===== src/sv/round_robin_thread_scheduler_core_assert.svh =====
// ----------------------------------------------------------------------------
// Scheduler assertion macros
// Concurrent assertion shorthands, clocked on clk and disabled in reset.
// ----------------------------------------------------------------------------
`ifndef ROUND_ROBIN_THREAD_SCHEDULER_CORE_ASSERT_SVH
`define ROUND_ROBIN_THREAD_SCHEDULER_CORE_ASSERT_SVH

// expression holds at every edge out of reset
`define RRTS_ASSERT_ALWAYS(label, expr, msg) \
  label: assert property (@(posedge clk) disable iff (!rst_n) (expr)) \
    else $error(msg);

// consequent holds in the same cycle as the antecedent
`define RRTS_ASSERT_IMPLY(label, ante, cons, msg) \
  label: assert property (@(posedge clk) disable iff (!rst_n) (ante) |-> (cons)) \
    else $error(msg);

`endif


===== src/sv/rrts_ram.sv =====
// ----------------------------------------------------------------------------
// Generic simple dual-port RAM
// One write port, one read port, read data registered.
// ----------------------------------------------------------------------------
module rrts_ram #(
  parameter  int WIDTH = 8,
  parameter  int DEPTH = 16,
  localparam int AW    = (DEPTH > 1) ? $clog2(DEPTH) : 1
) (
  input  logic             clk,
  input  logic             wr_en,
  input  logic [AW-1:0]    wr_addr,
  input  logic [WIDTH-1:0] wr_data,
  input  logic             rd_en,
  input  logic [AW-1:0]    rd_addr,
  output logic [WIDTH-1:0] rd_data
);

  logic [WIDTH-1:0] mem_r [DEPTH];
  logic [WIDTH-1:0] rd_data_r;

  // write and registered read
  always_ff @(posedge clk) begin
    if (wr_en) begin
      mem_r[wr_addr] <= wr_data;
    end
    if (rd_en) begin
      rd_data_r <= mem_r[rd_addr];
    end
  end

  assign rd_data = rd_data_r;

endmodule


===== config.mk =====
export PLATFORM = sky130hd
export DESIGN_NAME = rrts_ram
export DESIGN_NICKNAME = d
export VERILOG_FILES = /design/src/sv/round_robin_thread_scheduler_core_assert.svh /design/src/sv/rrts_ram.sv
export SDC_FILE = /design/constraint.sdc
export NUM_CORES = 1
export LEC_CHECK = 0
export ABC_AREA = 1
export BUFFER_PORTS_ARGS = -buffer_cell sky130_fd_sc_hd__buf_2
export CORE_ASPECT_RATIO = 1.2
export CORE_MARGIN = 2
export CORE_UTILIZATION = 55
export DETAILED_ROUTE_END_ITERATION = 12
export PLACE_DENSITY = 0.73
export SLEW_MARGIN = 20
export SYNTH_ARGS = -nofsm -noshare
export SYNTH_HDL_FRONTEND = slang
export SYNTH_SLANG_ARGS = --single-unit

===== constraint.sdc =====
create_clock -name clk -period 1.5 [get_ports clk]
set_input_delay 0.075 -clock clk [delete_from_list [all_inputs] [get_ports clk]]
set_output_delay 0.075 -clock clk [all_outputs]
set_load 0.01 [all_outputs]

# Word-level counts from Yosys, hierarchy flattened
# Memory sizes are Yosys's and may differ from the RTL's. A register that Yosys moved wholly into a read port is not among the register bits.
# Cells that the tools add are included.
# op_classes
add_sub_neg	0
n_mul	0
div_mod_pow	0
magnitude_cmp	0
eq_ne	0
n_shift	0
muxes	2
n_bitwise	0
reduce_logical	0
# ops
operator	count
1-bit two-way mux	2
# word_totals
reg_bits	0
latch_bits	0
ramBits	128
mem_bits_ro	0
output_inout_bits	8
wordCells	3
n_memories	1
# mem_list
name	depth	word_bits	rd	rd_clocked_by_memory_dff	wr	line	source
mem_r	16	8	1	1	1	rrts_ram.sv:19	logic [WIDTH-1:0] mem_r [DEPTH];

# Depth between registers and ports, before layout
# logic_depth
word_depth	2
mapped_depth	8

# Worst setup path after synthesis
# Ideal clock, no wire load.
# synth_timing
kind	input -> register
from	in wr_addr[2]
to	mem mem_r[10][0] (enable)
t_arrival_ns	0.656
required_time_ns	1.130
path_slack_ns	0.474
path_stages	2
path_buffers	0
path_cell_list	nand3b_1 > nor2_1
# synth_rtl
element	line	source
start, declared	rrts_ram.sv:12	input logic [AW-1:0] wr_addr,
end, declared	rrts_ram.sv:19	
# No word-level cell before the write port.

==> metrics.txt <==
pre-CTS setup slack about 130 ps; hpwl dp 7640 um; fin cells 737; clock period minus worst slack 1160 ps; Die ar. 0.0115 mm2; 1st-iter DRT viols 506; P per Cell Area 1310 mW/mm2; Starting Density 56.1%; ys async rst share 0%; post-route setup slack 341 ps; Slew Limit Fails 0; Layout fillers ~800; Final #Nets 615; cts repair resizes 0; Routed wire per std cell 17.5 um; number of synthesized flops with an enable pin 136; TritonCTS clock tree done; gp weighted congestion 0.799; mapped cell area 0.00585 mm2; Routed Antenna Nets 0; r2r setup slk 340 ps; residual DRC count 0; Via Count 3937; Hold Fails Final Rpt 0; CP endpoint kind register; top cell type's share of synthesized area 69.8%; Worst Max-Slew Pin Slew 640 ps; Critical Path RT ~1700 ps; maximum vdd drop between 0.0009 and 0.001 V; Distinct cells, synth 11; Core ar. 0.0104 mm2; Rows 41; CTS Buffer Depth 2; Avg Cell Area, Syn roughly 11 um2; Clock Latency Late Sink roughly 420 ps; final critical-path share of the clock period 77.3%; register area 0.00408 mm2; total length of routed wires 12900 um; most used standard cell by instance count after synthesis nand2_1; #FFs+latches synth 136; Area Growth Syn to Fin 15.6%; share of cells above drive strength 1 12.8%; CTS sink cnt ~140; TritonRoute pass-1 iters 5; first-pass GRT wire length 19600 um; initial antenna violation count 0; Clock Tree Root clkbuf_16; Slew HR 57.3%; Post-CTS Setup Bufs 0; critical path class register to register; IO Pins 27; CTS H-tree lvls 4; RSZ-0062 raised after global routing no; biggest area consumer among synthesized cells edfxtp_1; Gate Count Post-Synth 551; sequential fraction of the synthesis area 69.8%; I/O Buffers 26; leakage power about 2.9 nW; Worst Path Arrival 1330 ps; clock skew between 9 and 10 ps; Inserted Diodes 0; Multi-input gate area 0.00121 mm2; fin util 64.9%; post-route setup TNS 0 ps; All-Layer GR Usage 23.5%; Yosys warnings 0; total grt overflow 0; pin count of the biggest net entering global routing 43; status finished, final reports clean; die height 117 um; Cells after DPL approximately 710; top cells by area, synth edfxtp_1 (70%), nand2_1 (11%), nand3_1 (8.3%); DR vias/cell between 5 and 6; Die Width 98.1 um; Num CTS Buffers 17; HP Class input pin to register; Synth top cells by count nand2_1 (173), edfxtp_1 (136), inv_1 (100); Critical Path Source Type register; crit-path max FO 1; vias in the first global route 3595; post-synth net total 570; max-cap violation count 0; CTS Hold Buffers Added 0; FMAX approximately 860 MHz; Post-synth top flop edfxtp_1; Finish-stage setup viols 0; clk slew on worst S/H paths approximately 60 ps
-- sequential cells by signal (all words and copies together), names as in the netlist --
name	cells
mem_r	128
rd_data	8
-- power breakdown --
group | leakage, nW | internal [mW] | switching, mW
clock | 0.274 | 2.58 | 1.45
sequential | 1.24 | 4.28 | 0.0240
combinational | 1.43 | 0.160 | 0.373
-- stage by stage --
stage	area [um2]	hold slack, ps	power [mW]
final	6760	47.3	8.87
after global routing	6760	41.4	9.10
after CTS	6760	34.5	8.89
after detailed placement	6190	473	4.91
after global placement	6190	469	4.90
after floorplan	5850	174	4.69
-- critical path, cell delays in order (launching register included) --
cell	delay [ps]
edfxtp_1	360
inv_1	60
nand2_1	60
nand3_1	130
nand3_1	100
nand3_1	130
nand2_1	60
-- placed cells by master (no fill, tap or decap), drive strengths merged --
cell type and count:
nand2 173, edfxtp 136, inv 102, nand3 97
buf 50, clkbuf 21, nor2 17, clkinv 5
bufinv 3, nand3b 2, clkinvlp 2
-- worst paths after layout --
check / end / from / cells after the start
hold reg to reg: rd_data[1] / mem_r[13][1] / 6
hold / removal: rd_data[0] / rd_en / 1
setup reg to reg: rd_data[4] / mem_r[11][4] / 6
setup / recovery: rd_data[4] / mem_r[11][4] / 6
-- cell type report --
type                       instances  area share, %
clock inverter                    10           1.91
sequential                       136           60.4
timing repair buffer              50           5.15
tap                              129           2.39
inverter                         102           5.66
multi-input combinational        289           18.0
clock buffer                      21           6.52
-- kinds of logic (layout without fill, tap and decap cells) --
family,count (synthesis),count (layout),synth area share (%)
flops,136,136,69.8
buf+inv,126,183,9.39
simple gates,289,289,20.8
-- per-layer routing --
metal	vias to the layer above	global-route usage [%]	wire length, um
li1	1865	-	-
met2	193	36.8	6240
met1	1854	31.4	5220
met3	25	5.29	1050
met5	-	0	0
met4	0	12.0	354
(Power assumes the default switching activity.)
