`src/sv/round_robin_thread_scheduler_core_assert.svh`:
```
// ----------------------------------------------------------------------------
// Scheduler assertion macros
// Concurrent assertion shorthands, clocked on clk and disabled in reset.
// ----------------------------------------------------------------------------
`ifndef ROUND_ROBIN_THREAD_SCHEDULER_CORE_ASSERT_SVH
`define ROUND_ROBIN_THREAD_SCHEDULER_CORE_ASSERT_SVH

// expression holds at every edge out of reset
`define RRTS_ASSERT_ALWAYS(label, expr, msg) \
  label: assert property (@(posedge clk) disable iff (!rst_n) (expr)) \
    else $error(msg);

// consequent holds in the same cycle as the antecedent
`define RRTS_ASSERT_IMPLY(label, ante, cons, msg) \
  label: assert property (@(posedge clk) disable iff (!rst_n) (ante) |-> (cons)) \
    else $error(msg);

`endif

```
`src/sv/rrts_pkg.sv`:
```
// ----------------------------------------------------------------------------
// Scheduler package
// Field widths, command and status codes, slot entry layout.
// ----------------------------------------------------------------------------
package rrts_pkg;

  localparam int CMD_W      = 3;
  localparam int KIND_W     = 2;
  localparam int ID_W       = 16;
  localparam int TICK_W     = 32;
  localparam int TIME_W     = 64;
  localparam int BTN_W      = 32;
  localparam int STATUS_W   = 3;
  localparam int SLOT_OUT_W = 4;
  localparam int NUM_KINDS  = 4;

  typedef enum logic [CMD_W-1:0] {
    CMD_CREATE   = 3'd0,
    CMD_REGISTER = 3'd1,
    CMD_YIELD    = 3'd2,
    CMD_JOIN     = 3'd3,
    CMD_WAIT     = 3'd4,
    CMD_FINISH   = 3'd5,
    CMD_KILL     = 3'd6,
    CMD_BUTTON   = 3'd7
  } cmd_t;

  typedef enum logic [STATUS_W-1:0] {
    ST_CHOSEN   = 3'd0,
    ST_DISPATCH = 3'd1,
    ST_NONE     = 3'd2,
    ST_FULL     = 3'd3,
    ST_DONE     = 3'd4
  } status_t;

  typedef enum logic [KIND_W-1:0] {
    KIND_CLICKED  = 2'd0,
    KIND_RELEASED = 2'd1,
    KIND_CHANGED  = 2'd2,
    KIND_CMD      = 2'd3
  } kind_t;

  // one slot of the thread table as stored in memory
  typedef struct packed {
    logic [ID_W-1:0]   id;
    logic              dep_v;
    logic [ID_W-1:0]   dep_id;
    logic              waiting;
    logic              is_hnd;
    logic [TIME_W-1:0] resume;
  } entry_t;

  localparam int ENTRY_W = $bits(entry_t);

  // button event check result
  typedef struct packed {
    logic             hit;
    kind_t            kind;
    logic [BTN_W-1:0] value;
  } evt_res_t;

endpackage

```
`src/sv/rrts_evt.sv`:
```
// ----------------------------------------------------------------------------
// Button event rotation
// Holds the rotating event phase and picks the handler to dispatch.
// ----------------------------------------------------------------------------
module rrts_evt import rrts_pkg::*; (
  input  logic             clk,
  input  logic             rst_n,
  input  logic             step,
  input  logic [2:0]       present,
  input  logic [BTN_W-1:0] buttons_new,
  input  logic [BTN_W-1:0] buttons_old,
  output evt_res_t         res
);

  kind_t            phase_r;
  kind_t            phase_nxt;
  logic [BTN_W-1:0] diff;
  logic [BTN_W-1:0] pressed;
  logic [BTN_W-1:0] released;
  logic             hit_click;
  logic             hit_rel;
  logic             hit_chg;

  // edge masks of the button word
  assign diff     = buttons_new ^ buttons_old;
  assign pressed  = diff & buttons_new;
  assign released = diff & buttons_old;

  // a miss falls through to the later phases in the same step
  assign hit_click = (phase_r == KIND_CLICKED) && present[0] && (pressed != '0);
  assign hit_rel   = (phase_r inside {KIND_CLICKED, KIND_RELEASED}) && !hit_click &&
                     present[1] && (released != '0);
  assign hit_chg   = (phase_r inside {KIND_CLICKED, KIND_RELEASED, KIND_CHANGED}) &&
                     !hit_click && !hit_rel && present[2] && (diff != '0);

  always_comb begin
    res       = '0;
    phase_nxt = KIND_CLICKED;
    if (hit_click) begin
      res.hit   = 1'b1;
      res.kind  = KIND_CLICKED;
      res.value = pressed;
      phase_nxt = KIND_RELEASED;
    end else if (hit_rel) begin
      res.hit   = 1'b1;
      res.kind  = KIND_RELEASED;
      res.value = released;
      phase_nxt = KIND_CHANGED;
    end else if (hit_chg) begin
      res.hit   = 1'b1;
      res.kind  = KIND_CHANGED;
      res.value = buttons_new;
    end
  end

  // phase advances once per schedule step
  always_ff @(posedge clk) begin
    if (!rst_n) begin
      phase_r <= KIND_CLICKED;
    end else if (step) begin
      phase_r <= phase_nxt;
    end
  end

endmodule

```
`config.mk`:
```
export PLATFORM = sky130hd
export DESIGN_NAME = rrts_evt
export DESIGN_NICKNAME = d
export VERILOG_FILES = /design/src/sv/round_robin_thread_scheduler_core_assert.svh /design/src/sv/rrts_pkg.sv /design/src/sv/rrts_evt.sv
export SDC_FILE = /design/constraint.sdc
export NUM_CORES = 1
export LEC_CHECK = 0
export ABC_CLOCK_PERIOD_IN_PS = 2600
export BUFFER_PORTS_ARGS = -buffer_cell sky130_fd_sc_hd__buf_2
export CAP_MARGIN = 30
export CORE_UTILIZATION = 30
export CTS_BUF_LIST = sky130_fd_sc_hd__clkbuf_16
export DETAILED_ROUTE_END_ITERATION = 6
export GPL_TIMING_DRIVEN = 0
export SYNTH_ARGS = -nofsm -noshare
export SYNTH_HDL_FRONTEND = slang
export SYNTH_SLANG_ARGS = --single-unit
```
`constraint.sdc`:
```
create_clock -name clk -period 2.6 [get_ports clk]
set_input_delay 0.39 -clock clk [delete_from_list [all_inputs] [get_ports clk]]
set_output_delay 0.39 -clock clk [all_outputs]
set_load 0.01 [all_outputs]
```
==> Yosys cells after proc, flatten, opt, wreduce, memory -nomap -nowiden <==
Cells that the tools add are included.
{ "op_classes": {"reduce_logical": 17, "bitwise_logic": 3, "eq_ne": 2, "muxes": 5} }
{ "ops": {"columns": ["operator", "count"], "rows": [
  ["$mux W35", 3],
  ["$reduce_bool A32 Y1", 3],
  ["$and A32 B32 Y32", 2],
  ["$xor A32 B32 Y32", 1],
  ["$logic_and A1 B1 Y1", 9],
  ["$mux W2", 2],
  ["$reduce_bool A3 Y1", 1],
  ["$eq A2 B1 Y1 const B", 1],
  ["$eq A2 B2 Y1 const B", 1],
  ["$logic_not A1 Y1", 2],
  ["$logic_not A2 Y1", 1],
  ["$reduce_bool A2 Y1", 1]
]} }
{ "totals": {"inputBits": 70, "register_bits": 2, "wordCells": 28, "output_inout_bits": 35} }

==> Longest topological paths before layout <==
{ "logic_depth": {"ltp_word": 15, "mapped_depth": 8, "mapped_depth_nobuf": 7} }

==> Worst setup path after synthesis <==
Ideal clock, no wire load.
{ "synth_path": {"kind": "input -> output", "startpoint": "input buttons_new[6]", "endpoint": "output res[19] in the netlist's numbering", "path_buffers": 1, "arrival_time_ns": 1.826, "path_slack_ns": 0.384, "stages": 8, "required_time_ns": 2.210, "cell_sequence": "inv_1 -> ha_1 -> nand4_1 -> nor4_1 -> a21oi_1 -> clkbuf_1 -> a32oi_1 -> a21oi_1"} }
{ "synth_rtl": {"columns": ["item", "line_no", "text"], "rows": [
  ["from (decl)", "rrts_evt.sv:10", "input logic [BTN_W-1:0] buttons_new,"],
  ["to (decl)", "rrts_evt.sv:12", "output evt_res_t res"]
]} }

==> summary.md <==
| Metric | Value |
|---|---|
| Status | `finished, violations left` |
| Failing checks | `DRC, setup timing` |
| Post-synthesis cell type count | `21` |
| Total core area | `approximately 6500 sq um` |
| Port Buffers | `about 100` |
| Count of standard-cell rows | `29` |
| Data arrival time of the critical path | `2.21 ns` |
| Overall via count from detail_route | `roughly 2.6k` |
| Clock root buffer master | `sky130_fd_sc_hd__clkbuf_16` |
| GR Overflow Total | `0` |
| Largest buffer count on any clock path | `2` |
| Post-DR wirelength/cell | `16.0 microns` |
| DRC violation count after routing | `14` |
| Number of top-level design ports | `between 100 and 150` |
| Drt initial violations | `142` |
| Crit-path max cell delay | `approximately 0.29 ns` |
| H-tree depth | `1` |
| Wire length of the first global-routing pass | `between 10 and 15 mm` |
| Required time of the worst setup path | `around 2.2 ns` |
| Slew headroom | `61.6%` |
| Worst Hold Slack | `0.393 ns` |
| Cell Chain, Critical Path | `buf_2, inv_1, ha_2, nor4_4, nand4_1, o21ai_4, buf_6, buf_6, a32oi_1, a21oi_1, buf_2` |
| Max IR drop VDD | `between 0.4 and 0.5 mV` |
| Core occupancy in the finished layout | `between 50% and 60%` |
| Maximum achievable frequency | `around 380 MHz` |
| Number of standard cells after synthesis | `289` |
| Minimum clock period | `about 2.6 ns` |
| Largest net degree at the start of global routing | `11` |
| Vias in the first global route | `approximately 2.3k` |
| Registers with the most flip-flops | `phase_r: 2 flops` |
| Largest reg by FF count | `phase_r` |
| Category of the worst setup path capture point | `output pin` |
| Power density over cell area | `~270 nW/um^2` |
| Antenna Cells | `0` |
| Final net count | `approximately 550` |
| Setup WS post-layout | `-0.00264 ns` |
| Global-route usage over all layers | `19.6%` |
| Final Cycle Share | `100%` |
| Worst R2R Setup Slack | `about 1.0 ns` |
| Worst hold-check path type | `input port to register` |
| Category of the most critical setup path | `input port to output pin` |
| R2R Path End | `phase_r[1]` |
| Clock insertion delay at the later pin of the skew report | `0.22 ns` |
| Largest clock skew in the final design | `approximately 0.0011 ns` |
| Initial core utilization | `31.5%` |
| Commonest cells after routing, fill and taps aside | `sky130_fd_sc_hd__buf_2 (97), sky130_fd_sc_hd__inv_1 (60), sky130_fd_sc_hd__ha_1 (34), sky130_fd_sc_hd__nor2_1 (33), sky130_fd_sc_hd__a21oi_1 (32)` |
| Ys Warns | `0` |
| Post-route antenna net violation count | `0` |
| Post-Place Worst Slack | `-0.331 ns` |
| Final setup violating endpoints | `2` |
| Final Hold Vio Count | `0` |
| Syn nets | `~420` |
| Synth-to-Final Area Change | `66.3%` |
| Family of cells with the greatest summed delay on the critical path | `buffers and inverters` |
| Sequential area share after synthesis | `1.97%` |
| Cell area after synthesis | `around 2000 sq um` |
| Flip-flop count of the largest register, all copies and words added | `2` |
| Buffers plus inverters on the worst setup path | `5` |
| Cell at the slowest stage of the critical path | `sky130_fd_sc_hd__nor4_4` |
| Hold endpoint | `phase_r[0]` |
| Worst reg-to-reg path cell count | `7` |
| Global placement routability congestion | `between 0.8 and 0.9` |
| Lkg Pwr | `1.77 nW` |
| Routed wire length | `7.88 mm` |
| Worst hold stages | `2` |
| Number of antenna violations at the first check in global routing | `0` |
| Horizontal die dimension | `about 84 microns` |
| Clk slew on worst S/H paths | `0.03 ns` |
| Synthesized area per cell | `7.03 sq um` |
| Fraction of layout instances using a drive strength above 1 | `roughly 48%` |
| Largest fanout on the critical path | `5` |
| Die Outline Area | `between 7000 and 8000 sq um` |
| Synthesized flop and latch total | `2` |
| CP Launch Type | `input port` |
| Worst Min Path Start | `rst_n` |
| Most common cell after layout, fill and taps aside | `sky130_fd_sc_hd__buf_2` |
| Setup repair after global routing missed its margin | `true` |
| Clk sinks | `2` |
| TritonCTS clock tree | `done` |
| Number of iterations in the first detailed-routing pass | `6` |
| DR vias/cell | `around 5.3` |
| Final Max Tran Viols | `0` |
| Post-DP HPWL | `5.73 mm` |
| Fillcell total | `622` |
| Transition time of the tightest slew-check pin | `0.576 ns` |
| Floorplan die height | `around 84 microns` |
| CTS Buf Count | `3` |
| Number of maximum-capacitance violations | `0` |
| Startpoint of the lowest-slack register-to-register path | `phase_r[1]` |
[power breakdown]
group | switching (mW) | total [mW] | internal, mW
Clock | 0.0391 | 0.235 | 0.196
Combinational | 0.342 | 0.635 | 0.293
Sequential | 0.00140 | 0.0342 | 0.0328
[final cells by class]
cell class / count / area [sq um] / area share [%]
repair buffers: 123 / 699 / 20.7
clock buffers: 3 / 75.1 / 2.22
well taps: 77 / 96.3 / 2.85
multi-input cells: 206 / 2060 / 61.0
flip-flops and latches: 2 / 40.0 / 1.19
inverters: 65 / 244 / 7.22
plain buffers: 17 / 161 / 4.78
[cells in the mapped netlist]
cell	number	area, sq um
sky130_fd_sc_hd__o211ai_2	1	12.5
sky130_fd_sc_hd__clkbuf_1	10	37.5
sky130_fd_sc_hd__or2_1	1	6.26
sky130_fd_sc_hd__and3_1	1	6.26
sky130_fd_sc_hd__mux2i_1	1	10.0
sky130_fd_sc_hd__buf_6	3	33.8
sky130_fd_sc_hd__buf_2	4	20.0
sky130_fd_sc_hd__nand2_1	3	11.3
sky130_fd_sc_hd__nor4_1	18	113
sky130_fd_sc_hd__and3b_1	1	8.76
sky130_fd_sc_hd__and2_1	1	6.26
sky130_fd_sc_hd__nand4_1	12	75.1
sky130_fd_sc_hd__nor2b_1	2	12.5
sky130_fd_sc_hd__o21ai_4	1	16.3
sky130_fd_sc_hd__a31o_1	1	8.76
sky130_fd_sc_hd__a21oi_1	33	165
sky130_fd_sc_hd__dfxtp_1	2	40.0
sky130_fd_sc_hd__a32oi_1	32	280
sky130_fd_sc_hd__nor2_1	33	124
sky130_fd_sc_hd__ha_1	64	801
sky130_fd_sc_hd__inv_1	65	244
[kinds of logic after synthesis]
| kind of cell | share of synthesized area [%] |
|---|---|
| buffers and inverters | 16.5 |
| AND/OR/NAND/NOR | 17.9 |
| AO/OA/AOI/OAI | 23.8 |
| adder cells (fa/ha/maj) | 39.4 |
| flip-flops | 1.97 |
| multiplexers | 0.493 |
[how the worst max path moves through the flow]
stage,start,end,slack (ns),cells after the start
3_3_place_gp,buttons_new[27],res[19],-0.36,10
2_1_floorplan,buttons_new[6],res[19],0.38,8
4_1_cts,buttons_new[16],res[12],0.001,10
3_5_place_dp,buttons_new[27],res[19],-0.33,10
6_report,buttons_new[2],res[14],-0.003,11
5_1_grt,buttons_new[2],res[14],-0.08,11
[routing by layer]
| layer | track usage [%] | part of all wire (%) | routed length [microns] | vias to the layer above |
|---|---|---|---|---|
| met3 | 1.47 | 5.6 | 444 | 8 |
| met5 | 0 | 0 | 0 | - |
| met4 | 2.98 | 0.69 | 54 | 0 |
| li1 | - | - | - | 1276 |
| met2 | 32.0 | 47 | 3710 | 92 |
| met1 | 28.5 | 47 | 3670 | 1230 |
[what timing repair did]
action,CTS,global route
pin swaps,7,41
setup buffers,2,10
gates cloned,1,7
gates resized for setup,25,107
hold buffers,0,0
setup endpoints to repair,34,33
[stage by stage]
step	TNS, ns	instances	cell area, sq um	power, mW
final	-0.00493	493	3380	0.905
after global routing	-1.29	493	3380	0.967
after detailed placement	-8.15	470	2650	0.526
after global placement	-9.56	470	2650	0.521
after CTS	0	476	2840	0.792
after floorplan	0	289	2030	0.309
Note: power is estimated with default switching activity, not from simulation.
